File: src/design/tftpc_pkg.sv
// Types and constants shared by the TFTP transfer controller.
// No dependencies; imported by tftpc_ctrl, tftp_server_transfer_control_top and the testbench files.
`default_nettype none

package tftpc_pkg;

    // Transfer phases
    typedef enum logic [2:0] {
        PH_INIT    = 3'd0,
        PH_WAIT_RQ = 3'd1,
        PH_RD_SEND = 3'd2,
        PH_RD_ACK  = 3'd3,
        PH_WR_ACK  = 3'd4,
        PH_WR_DATA = 3'd5
    } t_phase;

    // Received opcodes
    localparam logic [15:0] OP_RRQ  = 16'd1;
    localparam logic [15:0] OP_WRQ  = 16'd2;
    localparam logic [15:0] OP_DATA = 16'd3;
    localparam logic [15:0] OP_ACK  = 16'd4;

    // Mode codes from the front end
    localparam logic [1:0] MODE_OCTET    = 2'd0;
    localparam logic [1:0] MODE_NETASCII = 2'd1;

    // Packet kinds to send
    localparam logic [1:0] KIND_NONE = 2'd0;
    localparam logic [1:0] KIND_DATA = 2'd1;
    localparam logic [1:0] KIND_ACK  = 2'd2;
    localparam logic [1:0] KIND_ERR  = 2'd3;

    // TFTP error codes
    localparam logic [2:0] ERR_OTHER     = 3'd0;
    localparam logic [2:0] ERR_NO_FILE   = 3'd1;
    localparam logic [2:0] ERR_ACCESS    = 3'd2;
    localparam logic [2:0] ERR_DISK_FULL = 3'd3;
    localparam logic [2:0] ERR_ILLEGAL   = 3'd4;

    // Port commands
    localparam logic [1:0] PORT_NONE   = 2'd0;
    localparam logic [1:0] PORT_LISTEN = 2'd1;
    localparam logic [1:0] PORT_PEER   = 2'd2;

    // Register map (word index)
    localparam logic REG_LISTEN_PORT = 1'b0;
    localparam logic [15:0] LISTEN_PORT_RESET = 16'd69;

    // Protocol sizes
    localparam int unsigned BLOCK_BYTES   = 512;
    localparam int unsigned NAME_MAX      = 128;
    localparam int unsigned HDR_BYTES     = 1 + 1 + 1 + 1;
    localparam int unsigned MIN_REQ_BYTES = 4;
    localparam int unsigned ACK_BYTES     = 4;

    typedef struct packed {
        logic [10:0] rx_length;
        logic [15:0] rx_opcode;
        logic [15:0] rx_block;
        logic [7:0]  name_length;
        logic [1:0]  transfer_mode;
        logic        file_ok;
        logic [9:0]  read_length;
        logic [9:0]  write_length;
    } t_in_item;

    typedef struct packed {
        logic [1:0]  tx_kind;
        logic [15:0] tx_block;
        logic [2:0]  tx_error;
        logic [9:0]  tx_data_length;
        logic        file_close;
        logic [1:0]  port_action;
        logic [2:0]  phase_now;
    } t_out_item;

endpackage

`default_nettype wire

File: src/design/tftpc_ctrl.sv
// Transfer state (phase, block counter, last-block flag) and per-item decision.
// Depends on tftpc_pkg.
`default_nettype none

module tftpc_ctrl
    import tftpc_pkg::*;
(
    input  wire logic      i_clk,
    input  wire logic      i_rst_n,
    input  wire logic      i_adv,
    input  wire t_in_item  i_item,
    output t_out_item      o_res
);

    t_phase      r_phase, n_phase;
    logic [15:0] r_block_counter, n_block_counter;
    logic        r_last_block, n_last_block;

    logic [15:0] w_cnt_inc;
    logic [9:0]  w_rd_len;
    logic        w_rd_last;
    logic [10:0] w_data_len;
    logic        w_req_act, w_op_bad, w_name_bad, w_mode_bad, w_req_go;
    logic        w_ack_match, w_data_act, w_wr_fit, w_wr_short;

    assign w_cnt_inc  = r_block_counter + 16'd1;
    assign w_rd_len   = (i_item.read_length > 10'(BLOCK_BYTES)) ? 10'(BLOCK_BYTES)
                                                                : i_item.read_length;
    assign w_rd_last  = w_rd_len < 10'(BLOCK_BYTES);
    assign w_data_len = i_item.rx_length - 11'(HDR_BYTES);

    assign w_req_act  = i_item.rx_length > 11'(MIN_REQ_BYTES);
    assign w_op_bad   = (i_item.rx_opcode != OP_RRQ) && (i_item.rx_opcode != OP_WRQ);
    assign w_name_bad = (i_item.name_length == 8'd0) ||
                        (i_item.name_length > 8'(NAME_MAX));
    assign w_mode_bad = (i_item.transfer_mode != MODE_OCTET) &&
                        (i_item.transfer_mode != MODE_NETASCII);
    assign w_req_go   = !w_op_bad && !w_name_bad && !w_mode_bad && i_item.file_ok;

    assign w_ack_match = (i_item.rx_length == 11'(ACK_BYTES)) &&
                         (i_item.rx_opcode == OP_ACK) &&
                         (i_item.rx_block == r_block_counter);
    assign w_data_act  = (i_item.rx_length >= 11'(HDR_BYTES)) &&
                         (i_item.rx_length <= 11'(BLOCK_BYTES + HDR_BYTES)) &&
                         (i_item.rx_opcode == OP_DATA);
    assign w_wr_fit    = {1'b0, i_item.write_length} == w_data_len;
    assign w_wr_short  = w_data_len < 11'(BLOCK_BYTES);

    // Next state
    always_comb begin
        n_phase         = r_phase;
        n_block_counter = r_block_counter;
        n_last_block    = r_last_block;
        case (r_phase)
            PH_WAIT_RQ: begin
                if (w_req_act && w_req_go) begin
                    if (i_item.rx_opcode == OP_RRQ) begin
                        n_block_counter = w_cnt_inc;
                        n_last_block    = w_rd_last;
                        n_phase         = PH_RD_ACK;
                    end else begin
                        n_phase = r_last_block ? PH_INIT : PH_WR_DATA;
                    end
                end
            end
            PH_RD_SEND: begin
                n_block_counter = w_cnt_inc;
                n_last_block    = w_rd_last;
                n_phase         = PH_RD_ACK;
            end
            PH_RD_ACK: begin
                if (w_ack_match) begin
                    n_phase = r_last_block ? PH_INIT : PH_RD_SEND;
                end
            end
            PH_WR_ACK: begin
                n_phase = r_last_block ? PH_INIT : PH_WR_DATA;
            end
            PH_WR_DATA: begin
                if (w_data_act) begin
                    n_block_counter = i_item.rx_block;
                    if (w_wr_fit) begin
                        if (w_wr_short) begin
                            n_last_block = 1'b1;
                        end
                        n_phase = (w_wr_short || r_last_block) ? PH_INIT : PH_WR_DATA;
                    end else begin
                        n_phase = PH_INIT;
                    end
                end
            end
            default: begin
                n_block_counter = 16'd0;
                n_last_block    = 1'b0;
                n_phase         = PH_WAIT_RQ;
            end
        endcase
    end

    // Result
    always_comb begin
        o_res           = '0;
        o_res.phase_now = n_phase;
        case (r_phase)
            PH_WAIT_RQ: begin
                if (w_req_act) begin
                    if (w_op_bad) begin
                        o_res.tx_kind  = KIND_ERR;
                        o_res.tx_error = ERR_ILLEGAL;
                    end else if (w_name_bad) begin
                        o_res.tx_kind  = KIND_ERR;
                        o_res.tx_error = ERR_OTHER;
                    end else if (w_mode_bad) begin
                        o_res.tx_kind  = KIND_ERR;
                        o_res.tx_error = ERR_ILLEGAL;
                    end else if (!i_item.file_ok) begin
                        o_res.tx_kind  = KIND_ERR;
                        o_res.tx_error = (i_item.rx_opcode == OP_RRQ) ? ERR_NO_FILE
                                                                      : ERR_ACCESS;
                    end else begin
                        o_res.port_action = PORT_PEER;
                        if (i_item.rx_opcode == OP_RRQ) begin
                            o_res.tx_kind        = KIND_DATA;
                            o_res.tx_block       = w_cnt_inc;
                            o_res.tx_data_length = w_rd_len;
                            o_res.file_close     = w_rd_last;
                        end else begin
                            o_res.tx_kind  = KIND_ACK;
                            o_res.tx_block = r_block_counter;
                        end
                    end
                end
            end
            PH_RD_SEND: begin
                o_res.tx_kind        = KIND_DATA;
                o_res.tx_block       = w_cnt_inc;
                o_res.tx_data_length = w_rd_len;
                o_res.file_close     = w_rd_last;
            end
            PH_RD_ACK: begin
                o_res.tx_kind = KIND_NONE;
            end
            PH_WR_ACK: begin
                o_res.tx_kind  = KIND_ACK;
                o_res.tx_block = r_block_counter;
            end
            PH_WR_DATA: begin
                if (w_data_act) begin
                    if (w_wr_fit) begin
                        o_res.tx_kind    = KIND_ACK;
                        o_res.tx_block   = i_item.rx_block;
                        o_res.file_close = w_wr_short;
                    end else begin
                        o_res.tx_kind  = KIND_ERR;
                        o_res.tx_error = ERR_DISK_FULL;
                    end
                end
            end
            default: begin
                o_res.port_action = PORT_LISTEN;
            end
        endcase
    end

    always_ff @(posedge i_clk) begin
        if (!i_rst_n) begin
            r_phase         <= PH_INIT;
            r_block_counter <= 16'd0;
            r_last_block    <= 1'b0;
        end else if (i_adv) begin
            r_phase         <= n_phase;
            r_block_counter <= n_block_counter;
            r_last_block    <= n_last_block;
        end
    end

endmodule

`default_nettype wire

File: src/design/tftp_server_transfer_control_top.sv
// Top level of the TFTP server transfer controller: input/result registers and
// the APB register port. Depends on tftpc_pkg and tftpc_ctrl.
`default_nettype none

// Usage
// -----
// One input item per poll: the decoded received packet plus the file store's
// answers. Every item gives exactly one result item: the packet to send, file
// close and port commands, and the phase after the step.
// Input channel: i_valid / o_stall / i_item. Result channel: o_valid / i_stall /
// o_item. An item moves at a clock edge where valid is high and stall is low.
// An accepted item passes the input register, then the result register, and
// is offered from the result register. Throughput: one item per cycle while the
// receiver does not stall; the transfer state is updated in the same cycle the
// item passes from the input register to the result register, so the next item
// sees it straight away.
// Stalling: a held result stays put; the input register still takes one more
// item, and o_stall rises only once both registers are full.
// Reset (i_rst_n low, synchronous): both registers empty, phase init, block
// counter and last-block flag clear, listen_port back to 69.
// APB: listen_port at byte address 0, written in the access phase; pready is
// always high. Write it only while no item is in flight.

module tftp_server_transfer_control_top
    import tftpc_pkg::*;
(
    input  wire logic        i_clk,
    input  wire logic        i_rst_n,
    // item input
    input  wire logic        i_valid,
    output logic             o_stall,
    input  wire t_in_item    i_item,
    // result output
    output logic             o_valid,
    input  wire logic        i_stall,
    output t_out_item        o_item,
    // APB register port
    input  wire logic        psel,
    input  wire logic        penable,
    input  wire logic        pwrite,
    input  wire logic [2:0]  paddr,
    input  wire logic [31:0] pwdata,
    output logic [31:0]      prdata,
    output logic             pready
);

    logic        r_in_valid;
    t_in_item    r_in;
    logic        r_out_valid;
    t_out_item   r_out;
    logic [15:0] r_listen_port;

    logic        w_out_free;
    logic        w_adv;
    logic        w_in_acc;
    logic        w_reg_sel;
    t_out_item   w_res;

    // Result register can take a new item when empty or being drained.
    assign w_out_free = !r_out_valid || !i_stall;
    assign w_adv      = r_in_valid && w_out_free;
    assign o_stall    = r_in_valid && !w_out_free;
    assign w_in_acc   = i_valid && !o_stall;

    tftpc_ctrl u_ctrl (
        .i_clk   (i_clk),
        .i_rst_n (i_rst_n),
        .i_adv   (w_adv),
        .i_item  (r_in),
        .o_res   (w_res)
    );

    // Input register
    always_ff @(posedge i_clk) begin
        if (!i_rst_n) begin
            r_in_valid <= 1'b0;
        end else if (w_in_acc) begin
            r_in_valid <= 1'b1;
        end else if (w_adv) begin
            r_in_valid <= 1'b0;
        end
    end

    always_ff @(posedge i_clk) begin
        if (w_in_acc) begin
            r_in <= i_item;
        end
    end

    // Result register
    always_ff @(posedge i_clk) begin
        if (!i_rst_n) begin
            r_out_valid <= 1'b0;
        end else if (w_out_free) begin
            r_out_valid <= r_in_valid;
        end
    end

    always_ff @(posedge i_clk) begin
        if (w_adv) begin
            r_out <= w_res;
        end
    end

    assign o_valid = r_out_valid;
    assign o_item  = r_out;

    // Register port: word index is paddr[2]
    assign w_reg_sel = paddr[2] == REG_LISTEN_PORT;
    assign pready    = 1'b1;
    assign prdata    = w_reg_sel ? {16'd0, r_listen_port} : 32'd0;

    always_ff @(posedge i_clk) begin
        if (!i_rst_n) begin
            r_listen_port <= LISTEN_PORT_RESET;
        end else if (psel && penable && pwrite && pready && w_reg_sel) begin
            r_listen_port <= pwdata[15:0];
        end
    end

endmodule

`default_nettype wire

File: config.mk
export PLATFORM = sky130hd
export DESIGN_NAME = tftp_server_transfer_control_top
export DESIGN_NICKNAME = d
export VERILOG_FILES = /design/src/design/tftpc_pkg.sv /design/src/design/tftpc_ctrl.sv /design/src/design/tftp_server_transfer_control_top.sv
export SDC_FILE = /design/constraint.sdc
export NUM_CORES = 1
export LEC_CHECK = 0
export BUFFER_PORTS_ARGS = -buffer_cell sky130_fd_sc_hd__buf_2
export CORE_MARGIN = 1.5
export CORE_UTILIZATION = 53
export DETAILED_ROUTE_END_ITERATION = 16
export GPL_TIMING_DRIVEN = 0
export PLACE_DENSITY = 0.91
export SYNTH_ARGS = -nofsm -noshare
export SYNTH_HDL_FRONTEND = slang
export SYNTH_SLANG_ARGS = --single-unit
File: constraint.sdc
create_clock -name i_clk -period 4.9 [get_ports i_clk]
set_input_delay 0 -clock i_clk [delete_from_list [all_inputs] [get_ports i_clk]]
set_output_delay 0 -clock i_clk [all_outputs]
set_load 0.05 [all_outputs]
* Word level (Yosys, flattened, before mapping) *
Index checks and enable logic that the tools add are counted.

operators by class
  reductions and logical operators = 33
  multiplexer cells = 55
  bitwise gates (word level) = 2
  $lt $le $gt $ge = 7
  $mul = 0
  shift-type cells = 0
  add/sub/neg operators = 2
  equal/unequal tests = 19
  div/mod/pow operators = 0

operator list
  kind                                                                      count
  16-bit 2-to-1 mux                                                         9
  16-bit one-hot mux with 4 select lines                                    2
  13-bit 2-to-1 mux                                                         4
  34-bit 2-to-1 mux                                                         1
  3-bit 2-to-1 mux                                                          11
  21-bit 2-to-1 mux                                                         1
  10-bit one-hot mux with 2 select lines                                    1
  18-bit 2-to-1 mux                                                         1
  16-bit by 1-bit adder with 16-bit output (second input constant)          1
  16-bit by 1-bit equality test with 1-bit output (second input constant)   1
  16-bit equality test                                                      1
  16-bit by 2-bit equality test with 1-bit output (second input constant)   1
  16-bit by 3-bit equality test with 1-bit output (second input constant)   1
  1-bit logical AND                                                         16
  16-bit by 1-bit != test with 1-bit output (second input constant)         1
  16-bit by 2-bit != test with 1-bit output (second input constant)         1
  3-bit one-hot mux with 5 select lines                                     1
  2-bit 2-to-1 mux                                                          7
  2-bit by 1-bit != test with 1-bit output (second input constant)          6
  10-bit by 11-bit equality test with 1-bit output                          1
  11-bit by 3-bit equality test with 1-bit output (second input constant)   1
  11-bit by 3-bit >= comparator with 1-bit output (second input constant)   1
  11-bit by 3-bit > comparator with 1-bit output (second input constant)    1
  11-bit by 10-bit <= comparator with 1-bit output (second input constant)  1
  other kinds (25)                                                          46

word-level totals
  memory bits (writable) = 0
  input bits = 116
  output and inout bits = 72
  logic and storage cells = 139
  memories kept = 0
  bits in registers = 149
  bits in latches = 0
  bits in read-only memories = 0

* Longest topological paths before layout *
Gate-level depths: netlist (run 1).

  word-level depth = 10
  gate-level depth with buffers = 10
  mapped depth without buffers = 9

* By module *
A second synthesis (run 1) with hierarchy kept.

second synthesis, totals
  cell total of the unflattened synthesis = 651
  area, all modules = 7156.9 um2

modules (own cells, without submodules)
  module                            sequential area each (um2)  times used  cells each  area each (um2)
  tftp_server_transfer_control_top  3693.5                      1           226         4337.9
  tftpc_ctrl                        400.4                       1           425         2819.0

* Worst setup path before layout (run 1) *
OpenSTA, ideal clock, no wires.

  path type = register to register
  start = reg r_out_valid (netlist: o_valid)
  end = reg r_in[0] (netlist bit), enable pin
  slack = 0.193 ns
  data required time = 4.388 ns
  cell stages (with the launch flop) = 3
  arrival = 4.195 ns
  period minus slack after synthesis = 4.707 ns
  library setup time = 0.512 ns
  buffers on the path = 0
  path through = dfxtp_1 -> and3_1 -> nor2b_1

on the way
  longest elaborated chain between the ends = 6

RTL lines
  what                      RTL line                                RTL
  start: declaration        tftp_server_transfer_control_top.sv:49  logic r_out_valid;
  start signal: assignment  tftp_server_transfer_control_top.sv:95  r_out_valid <= r_in_valid;
  1-bit logical NOT         tftp_server_transfer_control_top.sv:60  assign w_out_free = !r_out_valid || !i_stall;
  1-bit logical OR          tftp_server_transfer_control_top.sv:60
  1-bit logical NOT         tftp_server_transfer_control_top.sv:62  assign o_stall = r_in_valid && !w_out_free;
  1-bit logical AND         tftp_server_transfer_control_top.sv:62
  via o_stall               tftp_server_transfer_control_top.sv:31  output logic o_stall,
  1-bit logical NOT         tftp_server_transfer_control_top.sv:63  assign w_in_acc = i_valid && !o_stall;
  1-bit logical AND         tftp_server_transfer_control_top.sv:63
  via w_in_acc              tftp_server_transfer_control_top.sv:55  logic w_in_acc;
  end signal: assignment    tftp_server_transfer_control_top.sv:86  r_in <= i_item;
  end: declaration          tftp_server_transfer_control_top.sv:48  t_in_item r_in;

The timed path passes the listed nets, and every way through them passes these cells.
A chain may end at the register's enable or synchronous reset.

==> summary by stage, run 1 <==
Floorplanning
The cell row count is 42. The horizontal extent of the die is 119.9 um. The total area inside the core boundary comes to 0.01330 mm^2. The count of pins on the block boundary is 188.

The die covers 0.01438 mm^2. The height of the die is 119.9 um. The initial cell density of the core is 0.5451.

Layout
The most common cell after layout, fill and taps aside is sky130_fd_sc_hd__buf_2. The final cell count without fillers is 1,142. The end-of-flow core utilization is 0.7406. Summing all non-filler instances in the final layout gives an area of 0.009847 mm^2. For this run, the post-layout net count is 1,073.

The library cells used most frequently in the layout, excluding fill and tap cells, are sky130_fd_sc_hd__buf_2 (151), sky130_fd_sc_hd__edfxtp_1 (110), sky130_fd_sc_hd__nand2_1 (103). 0 antenna diodes ended up in the layout. Compared with the post-synthesis result, the final layout area differs by 35.88%. The fraction of layout instances using a drive strength above 1 is 0.2350.

Clocking
The number of CTS-inserted buffers is 17. The number of levels the H-tree was split into is 4. The TritonCTS clock tree is done. The maximum buffer depth of the clock tree is 2. The buffer type at the clock tree root is sky130_fd_sc_hd__clkbuf_16. The TritonCTS sink count is 148.

After clock tree synthesis, the clock-pin slew on the worst setup and hold paths is 60 ps. The later-pin clock latency in the skew report is 440 ps.

Setup path
The required arrival time at the worst endpoint is 5060 ps. The kind of launch point of the worst setup path is a flop. The critical path is of the flop to flop type.

Data on the critical path arrives at its endpoint at 4000 ps. Along the worst path, the maximum fanout reaches 10. STA classifies the critical path endpoint as a flop.

Logic synthesis
The biggest area contributor in the post-synthesis netlist is sky130_fd_sc_hd__edfxtp_1. The register area share after synthesis is 0.5608. Counting every instance in the synthesized netlist gives 676. After synthesis, the netlist uses 68 different library cells. The share of synthesized registers carrying an async set or reset is 0. The average cell area after synthesis is 10.72 um^2.

In the post-synthesis netlist, the biggest area contributors are sky130_fd_sc_hd__edfxtp_1 (46%), sky130_fd_sc_hd__dfxtp_1 (10%), sky130_fd_sc_hd__nand2_1 (5.3%). The count of yosys warnings during synthesis is 0. Among all flip-flop cells after synthesis, the most frequent one is sky130_fd_sc_hd__edfxtp_1. Of the post-synthesis cell area, the dominant cell type holds 0.4558.

The number of enable flip-flop cells after synthesis is 110. After synthesis the netlist holds a flip-flop and latch count of 148. The cell area after synthesis is 0.007247 mm^2.

Drt
For this block, the routed nets add up to 21,140 um of wire. Summing over every cut layer, the via total after detailed routing is 6,444. The average wire per cell in the routed design is 18.51 um. Before antenna repair, the detailed router went through 8 iterations. In the routed design, unresolved DRC markers number 0.

For this block, the initial DRC count from the detailed router was 532. The count of nets left with antenna violations once routing finished came out at 0. The number of vias per cell is 5.643.

Run
The tool flagged a number of max-cap violations equal to 0.

Global route
The first global-routing pass estimated 32,620 um of wire. The global route total overflow is 0. In the global route stage, overall resource usage came out at 0.2985. The via count of the first global-routing pass is 6,352. The number of antenna violations at the first check in global routing is 0. The largest net degree at the start of global routing is 41.

Place
During placement, the flow inserted port buffers numbering 150. Once detailed placement completed, the half-perimeter wirelength came to 12,660 um. The area of placed instances is 0.008329 mm^2. At the placement stage, the worst setup path has a slack of 1321 ps.

Once placement completed, the tool counted placed cells totaling 1,019. Routability-driven placement finished with a final weighted congestion of 0.9709.

Timing
Of the available clock period, the critical path in the final layout requires 0.7828. Hold is met by 33.80 ps. The worst slew margin relative to its limit is 0.2813. The worst path meets setup with 1064 ps of slack. Setup violations remaining at the end of the flow were counted as 0. For the pin with the worst max-slew slack, the measured transition is 1073 ps. The number of pins with negative max-slew slack in the final report is 0. Setup repair after global routing left no endpoint under its margin.

The final-report hold violation count was 0. The post-route clock skew is 13.89 ps. The setup total negative slack is 0 ps. Static timing analysis puts the maximum clock frequency at 0.2607 GHz.

Subtracting the final worst setup slack from the clock period gives 3836 ps.

Power and ir drop
The overall power consumption is 3.194 mW. The maximum resistive drop on vdd is 0.0002812 V. The areal power density over the cells is 324.4 mW/mm^2. The reported leakage power is 3.775 nW.

Run status
The run finished with clean final reports.

Worst hold path
The path class of the lowest-slack min-delay path is input port to flop.
state kept, by name, indices dropped and copies added, names as in the netlist:
name,flops
o_item,37
o_valid,1
r_in,73
r_in_valid,1
r_listen_port,16
u_ctrl.r_block_counter,16
u_ctrl.r_last_block,1
u_ctrl.r_phase,3
cells by family after synthesis:
group                    share of synthesized area
AND/OR/NAND/NOR                             0.1999
AO/OA/AOI/OAI                               0.1436
flip-flops                                  0.5608
buffers and inverters                      0.04627
XOR/XNOR                                   0.03867
adder cells (fa/ha/maj)                   0.006906
other                                     0.001036
multiplexers                              0.002763
critical path, stage by stage, from the launching register on:
cell and delay (ps):
sky130_fd_sc_hd__edfxtp_1 460, sky130_fd_sc_hd__inv_1 130, sky130_fd_sc_hd__ha_1 160, sky130_fd_sc_hd__nor3b_1 530, sky130_fd_sc_hd__o211a_1 260, sky130_fd_sc_hd__nor2_1 150
sky130_fd_sc_hd__a31oi_1 900, sky130_fd_sc_hd__clkbuf_1 550, sky130_fd_sc_hd__nor2_1 100, sky130_fd_sc_hd__a221o_1 330
per-layer routing:
metal / GRT usage / up-vias / share of wire
met5: 0 / - / 0
met4: 0.1376 / 0 / 0.037
met3: 0.06511 / 83 / 0.093
met2: 0.5229 / 391 / 0.50
met1: 0.3492 / 2964 / 0.37
li1: - / 3006 / -
report_power, final:
group / leakage, nW / switching (mW) / total, mW / internal [mW]
clock: 0.279 / 0.539 / 1.35 / 0.809
combinational: 2.13 / 0.241 / 0.397 / 0.155
sequential: 1.37 / 0.0429 / 1.45 / 1.41
area by class of cell:
cell class	count	area, um^2
Tap cell	176	220.2
Clock inverter	13	173.9
Clock buffer	19	432.9
Timing Repair Buffer	243	1709
Sequential cell	148	4064
Buffer	53	286.5
Multi-Input combinational cell	477	2912
Fill cell	867	3448
Inverter	13	48.80
timing repair:
| action | in CTS | in global routing |
|---|---|---|
| endpoints found under the hold margin | 91 | 0 |
| resized for setup | 0 | 0 |
| setup buffers | 0 | 0 |
| hold buffers | 91 | 0 |
synthesized netlist by cell type, types with 3 or more instances:
library cell / instances
sky130_fd_sc_hd__nand3_1: 21
sky130_fd_sc_hd__nor2_1: 25
sky130_fd_sc_hd__inv_1: 13
sky130_fd_sc_hd__or2_2: 5
sky130_fd_sc_hd__nand2b_1: 8
sky130_fd_sc_hd__nand4_1: 10
sky130_fd_sc_hd__a21oi_1: 32
sky130_fd_sc_hd__a31oi_1: 8
sky130_fd_sc_hd__nor4_1: 4
sky130_fd_sc_hd__a211oi_1: 5
sky130_fd_sc_hd__ha_1: 4
sky130_fd_sc_hd__a31o_2: 4
sky130_fd_sc_hd__a221o_1: 4
sky130_fd_sc_hd__buf_6: 3
sky130_fd_sc_hd__o21ai_0: 18
sky130_fd_sc_hd__o2bb2ai_1: 6
sky130_fd_sc_hd__o31ai_1: 15
sky130_fd_sc_hd__nor3_1: 21
sky130_fd_sc_hd__and2_1: 14
sky130_fd_sc_hd__nor2b_1: 29
sky130_fd_sc_hd__clkbuf_1: 30
sky130_fd_sc_hd__nand2_1: 103
sky130_fd_sc_hd__edfxtp_1: 110
sky130_fd_sc_hd__buf_4: 17
sky130_fd_sc_hd__xnor2_1: 23
sky130_fd_sc_hd__xor2_1: 9
sky130_fd_sc_hd__dfxtp_1: 38
sky130_fd_sc_hd__or3_1: 3
sky130_fd_sc_hd__a21boi_0: 15
sky130_fd_sc_hd__o22ai_1: 15
sky130_fd_sc_hd__a211o_1: 3
sky130_fd_sc_hd__and3_1: 11
sky130_fd_sc_hd__o211ai_1: 4
path summary, 6_finish.rpt:
path | end | depth (start not counted) | slack, ps | from
setup / recovery | o_item[28]$_DFFE_PP_ | 9 | 1060 | r_in[66]$_DFFE_PP_
hold / removal | u_ctrl.r_phase[1]$_SDFFE_PN0P_ | 3 | 30 | i_rst_n
setup reg to reg | o_item[28]$_DFFE_PP_ | 9 | 1060 | r_in[66]$_DFFE_PP_
hold reg to reg | r_listen_port[8]$_SDFFE_PN0P_ | 2 | 460 | r_listen_port[8]$_SDFFE_PN0P_
No activity file was read; power rests on OpenSTA's default activity.
==> run 2, diff against run 1 <==
--- a/config.mk
+++ b/config.mk
@@ -5,12 +5,13 @@
 export SDC_FILE = /design/constraint.sdc
 export NUM_CORES = 1
 export LEC_CHECK = 0
+export ABC_AREA = 1
 export BUFFER_PORTS_ARGS = -buffer_cell sky130_fd_sc_hd__buf_2
 export CORE_MARGIN = 1.5
-export CORE_UTILIZATION = 53
+export CORE_UTILIZATION = 54
 export DETAILED_ROUTE_END_ITERATION = 16
 export GPL_TIMING_DRIVEN = 0
-export PLACE_DENSITY = 0.91
+export PLACE_DENSITY = 0.92
 export SYNTH_ARGS = -nofsm -noshare
 export SYNTH_HDL_FRONTEND = slang
 export SYNTH_SLANG_ARGS = --single-unit
==> constraint.sdc (replaced) <==
create_clock -name i_clk -period 4 [get_ports i_clk]
set_input_delay 0 -clock i_clk [delete_from_list [all_inputs] [get_ports i_clk]]
set_output_delay 0 -clock i_clk [all_outputs]
set_load 0.05 [all_outputs]
==> summary by stage, run 2 <==
Layout
The number of nets in the layout is 1,245 (was 1,073). The end-of-flow core utilization is 0.7525 (was 0.7406). Top library cells by usage in the layout, fill and taps aside: sky130_fd_sc_hd__nand2_1 (170), sky130_fd_sc_hd__buf_2 (154), sky130_fd_sc_hd__edfxtp_1 (110) (was sky130_fd_sc_hd__buf_2 (151), sky130_fd_sc_hd__edfxtp_1 (110), sky130_fd_sc_hd__nand2_1 (103)).

The most common cell after layout, fill and taps aside is sky130_fd_sc_hd__nand2_1 (was sky130_fd_sc_hd__buf_2). The register with the highest flop count is r_in (unchanged). The flip-flop count of the largest register, all copies and words added is 73 (unchanged). The summed area of non-filler cells in the final layout is 0.01008 mm^2 (was 0.009847 mm^2). The number of fillers in the final layout is 862 (was 867). The layout overhead on the synthesized area is 34.16% (was 35.88%). The fraction of layout instances using a drive strength above 1 is 0.2373 (was 0.2350).

Clocking
The maximum buffer depth of the clock tree is 2 (unchanged). The TritonCTS sink count is 148 (unchanged). The clock edge transition at the registers on the reported setup and hold paths is 60 ps (about the same). The number of CTS-inserted buffers is 17 (unchanged).

The number of levels the H-tree was split into is 4 (unchanged). The setup fix buffers added after clock tree synthesis is 0 (unchanged). The later-pin clock latency in the skew report came to 430 ps (was 440 ps). The TritonCTS clock tree is done (unchanged). The buffer type at the clock tree root was sky130_fd_sc_hd__clkbuf_16 (unchanged).

Global route
The number of antenna violations at the first check in global routing is 1 (was 0). The via count of the first global-routing pass came to 6,868 (was 6,352). The total routing usage reported by global routing came to 0.3097 (was 0.2985).

The largest net degree at the start of global routing is 42 (was 41). The global-route wire length before repair is 34,310 um (was 32,620 um). The global route total overflow is 0 (unchanged).

Place
The post-placement worst setup slack came to 1602 ps (was 1321 ps). The HPWL after detailed placement was 13,350 um (was 12,660 um). The area of placed instances came to 0.008594 mm^2 (was 0.008329 mm^2). The routability-driven placement congestion ratio is 0.9816 (was 0.9709). The count of port buffers added during placement is 150 (unchanged).

Drt
The number of vias after detailed routing is 7,179 (was 6,444). The average wire per cell in the routed design is 16.94 um (was 18.51 um). The DRC violation count after routing is 0 (unchanged).

The total wirelength of the detailed-routed design is 22,270 um (was 21,140 um). The DRC violation total after the first TritonRoute iteration came to 919 (was 532). The number of nets still failing antenna checks after routing is 0 (unchanged).

The number of vias per cell is 5.459 (was 5.643). The count of TritonRoute iterations in the first routing pass was 5 (was 8).

Floorplanning
The overall die area came to 0.01464 mm^2 (was 0.01438 mm^2). The count of pins on the block boundary is 188 (unchanged). The horizontal extent of the die is 121.0 um (was 119.9 um). The cell row count is 42 (unchanged). The initial cell density of the core was 0.5609 (was 0.5451). The area of the core is 0.01340 mm^2 (was 0.01330 mm^2).

The height of the die is 121.0 um (was 119.9 um).

Logic synthesis
The flip-flop and latch count after synthesis is 148 (unchanged). Top cell types by occurrence after synthesis: sky130_fd_sc_hd__nand2_1 (170), sky130_fd_sc_hd__edfxtp_1 (110), sky130_fd_sc_hd__inv_1 (105), sky130_fd_sc_hd__nor2_1 (105), sky130_fd_sc_hd__a21oi_1 (48) (was sky130_fd_sc_hd__edfxtp_1 (110), sky130_fd_sc_hd__nand2_1 (103), sky130_fd_sc_hd__dfxtp_1 (38), sky130_fd_sc_hd__a21oi_1 (32), sky130_fd_sc_hd__clkbuf_1 (30)). The share of synthesized registers carrying an async set or reset came to 0 (unchanged). The number of enable flip-flop cells after synthesis is 110 (unchanged). The register area share after synthesis is 0.5407 (was 0.5608). The count of yosys warnings during synthesis came to 0 (unchanged).

The cell type with the highest aggregate area in the netlist was sky130_fd_sc_hd__edfxtp_1 (unchanged). Biggest area contributors in the synthesized netlist: sky130_fd_sc_hd__edfxtp_1 (44%), sky130_fd_sc_hd__dfxtp_1 (10%), sky130_fd_sc_hd__nand2_1 (8.5%) (was sky130_fd_sc_hd__edfxtp_1 (46%), sky130_fd_sc_hd__dfxtp_1 (10%), sky130_fd_sc_hd__nand2_1 (5.3%)). The area share of the leading cell type in the synthesized netlist is 0.4395 (was 0.4558). The cell count after synthesis is 846 (was 676). The cell area after synthesis is 0.007516 mm^2 (was 0.007247 mm^2). The count of cell types in the netlist is 48 (was 68). The predominant post-synthesis flop cell is sky130_fd_sc_hd__edfxtp_1 (unchanged).

The average cell area after synthesis is 8.884 um^2 (was 10.72 um^2). The leading cell type by number of instances after synthesis is sky130_fd_sc_hd__nand2_1 (was sky130_fd_sc_hd__edfxtp_1).

Timing
The final count of negative-setup-slack endpoints was 0 (unchanged). The number of pins with negative max-slew slack in the final report is 0 (unchanged). The worst-margin pin slew is 816.6 ps (was 1073 ps). The post-route clock skew is 6.231 ps (was 13.89 ps). The highest attainable clock frequency is 0.3894 GHz (was 0.2607 GHz). The worst slew margin relative to its limit came to 0.4548 (was 0.2813). Unrepaired setup endpoints after global routing: false (unchanged). The final-report hold violation count is 0 (unchanged). The final cycle utilization of the critical path is 0.6420 (was 0.7828). The worst hold slack came to 213.1 ps (was 33.80 ps).

The clock period minus final worst setup slack is 2568 ps (was 3836 ps). The worst setup margin is 1432 ps (was 1064 ps).

Setup path
The type of element capturing the critical path is a flop (unchanged). The kind of cell adding the most delay to the critical path is simple AND/OR/NAND/NOR gates (was compound AO/OA/AOI/OAI gates). The maximum cell stage delay along the critical path is 430 ps (was 900 ps).

The arrival time at the worst endpoint is 2750 ps (was 4000 ps). Cells along the critical path: inv_1 -> ha_1 -> nor3b_1 -> nand3_2 -> nand2_2 -> nor2_4 -> nand2_4 -> inv_1 -> a21oi_1 -> nand3_1 -> nand2_1 -> inv_1 (was inv_1 -> ha_1 -> nor3b_1 -> o211a_1 -> nor2_1 -> a31oi_1 -> clkbuf_1 -> nor2_1 -> a221o_1). The critical-path maximum fanout was 8 (was 10).

The required arrival time at the worst endpoint came to 4180 ps (was 5060 ps). The worst reg-to-reg setup slack came to 1430 ps (was 1060 ps). The slowest stage cell on the critical path is sky130_fd_sc_hd__edfxtp_1 (was sky130_fd_sc_hd__a31oi_1).

The worst setup path category was flop to flop (unchanged). The dominant cell type by count on the critical path is sky130_fd_sc_hd__inv_1 (was sky130_fd_sc_hd__nor2_1). The kind of launch point of the worst setup path was a flop (unchanged). The sum of buffers and inverters on the critical path came to 3 (was 2).

Power and ir drop
The reported leakage power is 4.359 nW (was 3.775 nW). The areal power density over the cells is 387.7 mW/mm^2 (was 324.4 mW/mm^2). The maximum resistive drop on vdd came to 0.0003007 V (was 0.0002812 V).

Worst hold path
The path class of the lowest-slack min-delay path is input port to flop (unchanged).

Run
The number of violations of the max-capacitance limit is 0 (unchanged).

Run status
Result of the run: completed (unchanged).
[run 2: cell types whose count changed in the layout (fill, tap and decap cells not counted), moves of 14 or more]
cell | before | now
sky130_fd_sc_hd__inv_1 | 12 | 104
sky130_fd_sc_hd__nor2_1 | 25 | 105
sky130_fd_sc_hd__nand2_1 | 103 | 170
sky130_fd_sc_hd__nor2b_1 | 28 | 0
sky130_fd_sc_hd__o21ai_0 | 18 | 45
sky130_fd_sc_hd__clkbuf_1 | 32 | 9
sky130_fd_sc_hd__nand3_1 | 21 | 37
sky130_fd_sc_hd__nor3_1 | 21 | 5
sky130_fd_sc_hd__a21boi_0 | 15 | 0
sky130_fd_sc_hd__a21oi_1 | 32 | 47
sky130_fd_sc_hd__xnor2_1 | 23 | 8
sky130_fd_sc_hd__o31ai_1 | 15 | 1
[run 2: tightest hold or removal path, delay by kind of cell]
family                 cells  cell delay, ps
AOI/OAI and AO/OA          1             180
buffers and inverters      2             260
and+or+nand+nor            1             150
[run 2: kinds of logic after synthesis]
kind of cell / Yosys count / synth area share
fa+ha+maj: 4 / 0.006659
flops: 148 / 0.5407
compound gates: 132 / 0.09989
other cells: 2 / 0.0009992
xor+xnor: 24 / 0.02797
simple gates: 385 / 0.2347
buf+inv: 151 / 0.08906
[run 2: repair_timing]
item | CTS | global route
hold endpoints to repair | 91 | 0
hold buffers | 93 | 0
gates resized for setup | 0 | 0
[run 2: area by class of cell]
class                   count  area (um^2)  share of cell area
flip-flops and latches    148         4064              0.4030
multi-input cells         562         2850              0.2827
repair buffers            245         1722              0.1707
inverters                 115        435.4             0.04318
clock buffers              17        425.4             0.04219
plain buffers              36        234.0             0.02320
well taps                 176        220.2             0.02184
clock inverters            15        130.1             0.01290
diodes                      1        2.502           0.0002482
[run 2: report_power, final]
group          leakage (nW)  total [mW]  internal [mW]  switching [mW]
Sequential             1.39        1.80           1.74          0.0589
Combinational          2.71       0.589          0.210           0.379
Clock                 0.260        1.52          0.857           0.665
[run 2: worst paths after layout]
path	endpoint	cells after the start	from
worst max-delay path	o_item[29]$_DFFE_PP_	12	r_in[66]$_DFFE_PP_
worst min-delay path	r_listen_port[0]$_SDFFE_PN1P_	4	penable
worst max register to register	o_item[29]$_DFFE_PP_	12	r_in[66]$_DFFE_PP_
worst min register to register	r_listen_port[1]$_SDFFE_PN0P_	2	r_listen_port[1]$_SDFFE_PN0P_
[run 2: layer usage]
metal  vias up  part of all wire  global-route usage
met1      3258              0.36              0.3712
met3        97              0.11             0.07519
met5         -                 0                   0
met2       498              0.49              0.5273
met4         0             0.042              0.1426
li1       3326                 -                   -
[run 2: stage by stage]
step | instances | TNS (ps) | power (mW)
CTS | 1314 | 0 | 3.870
finish | 1315 | 0 | 3.909
global route | 1315 | 0 | 4.021
detailed placement | 1189 | 0 | 2.313
floorplan | 861 | 0 | 2.163
global placement | 1187 | -8309 | 2.297
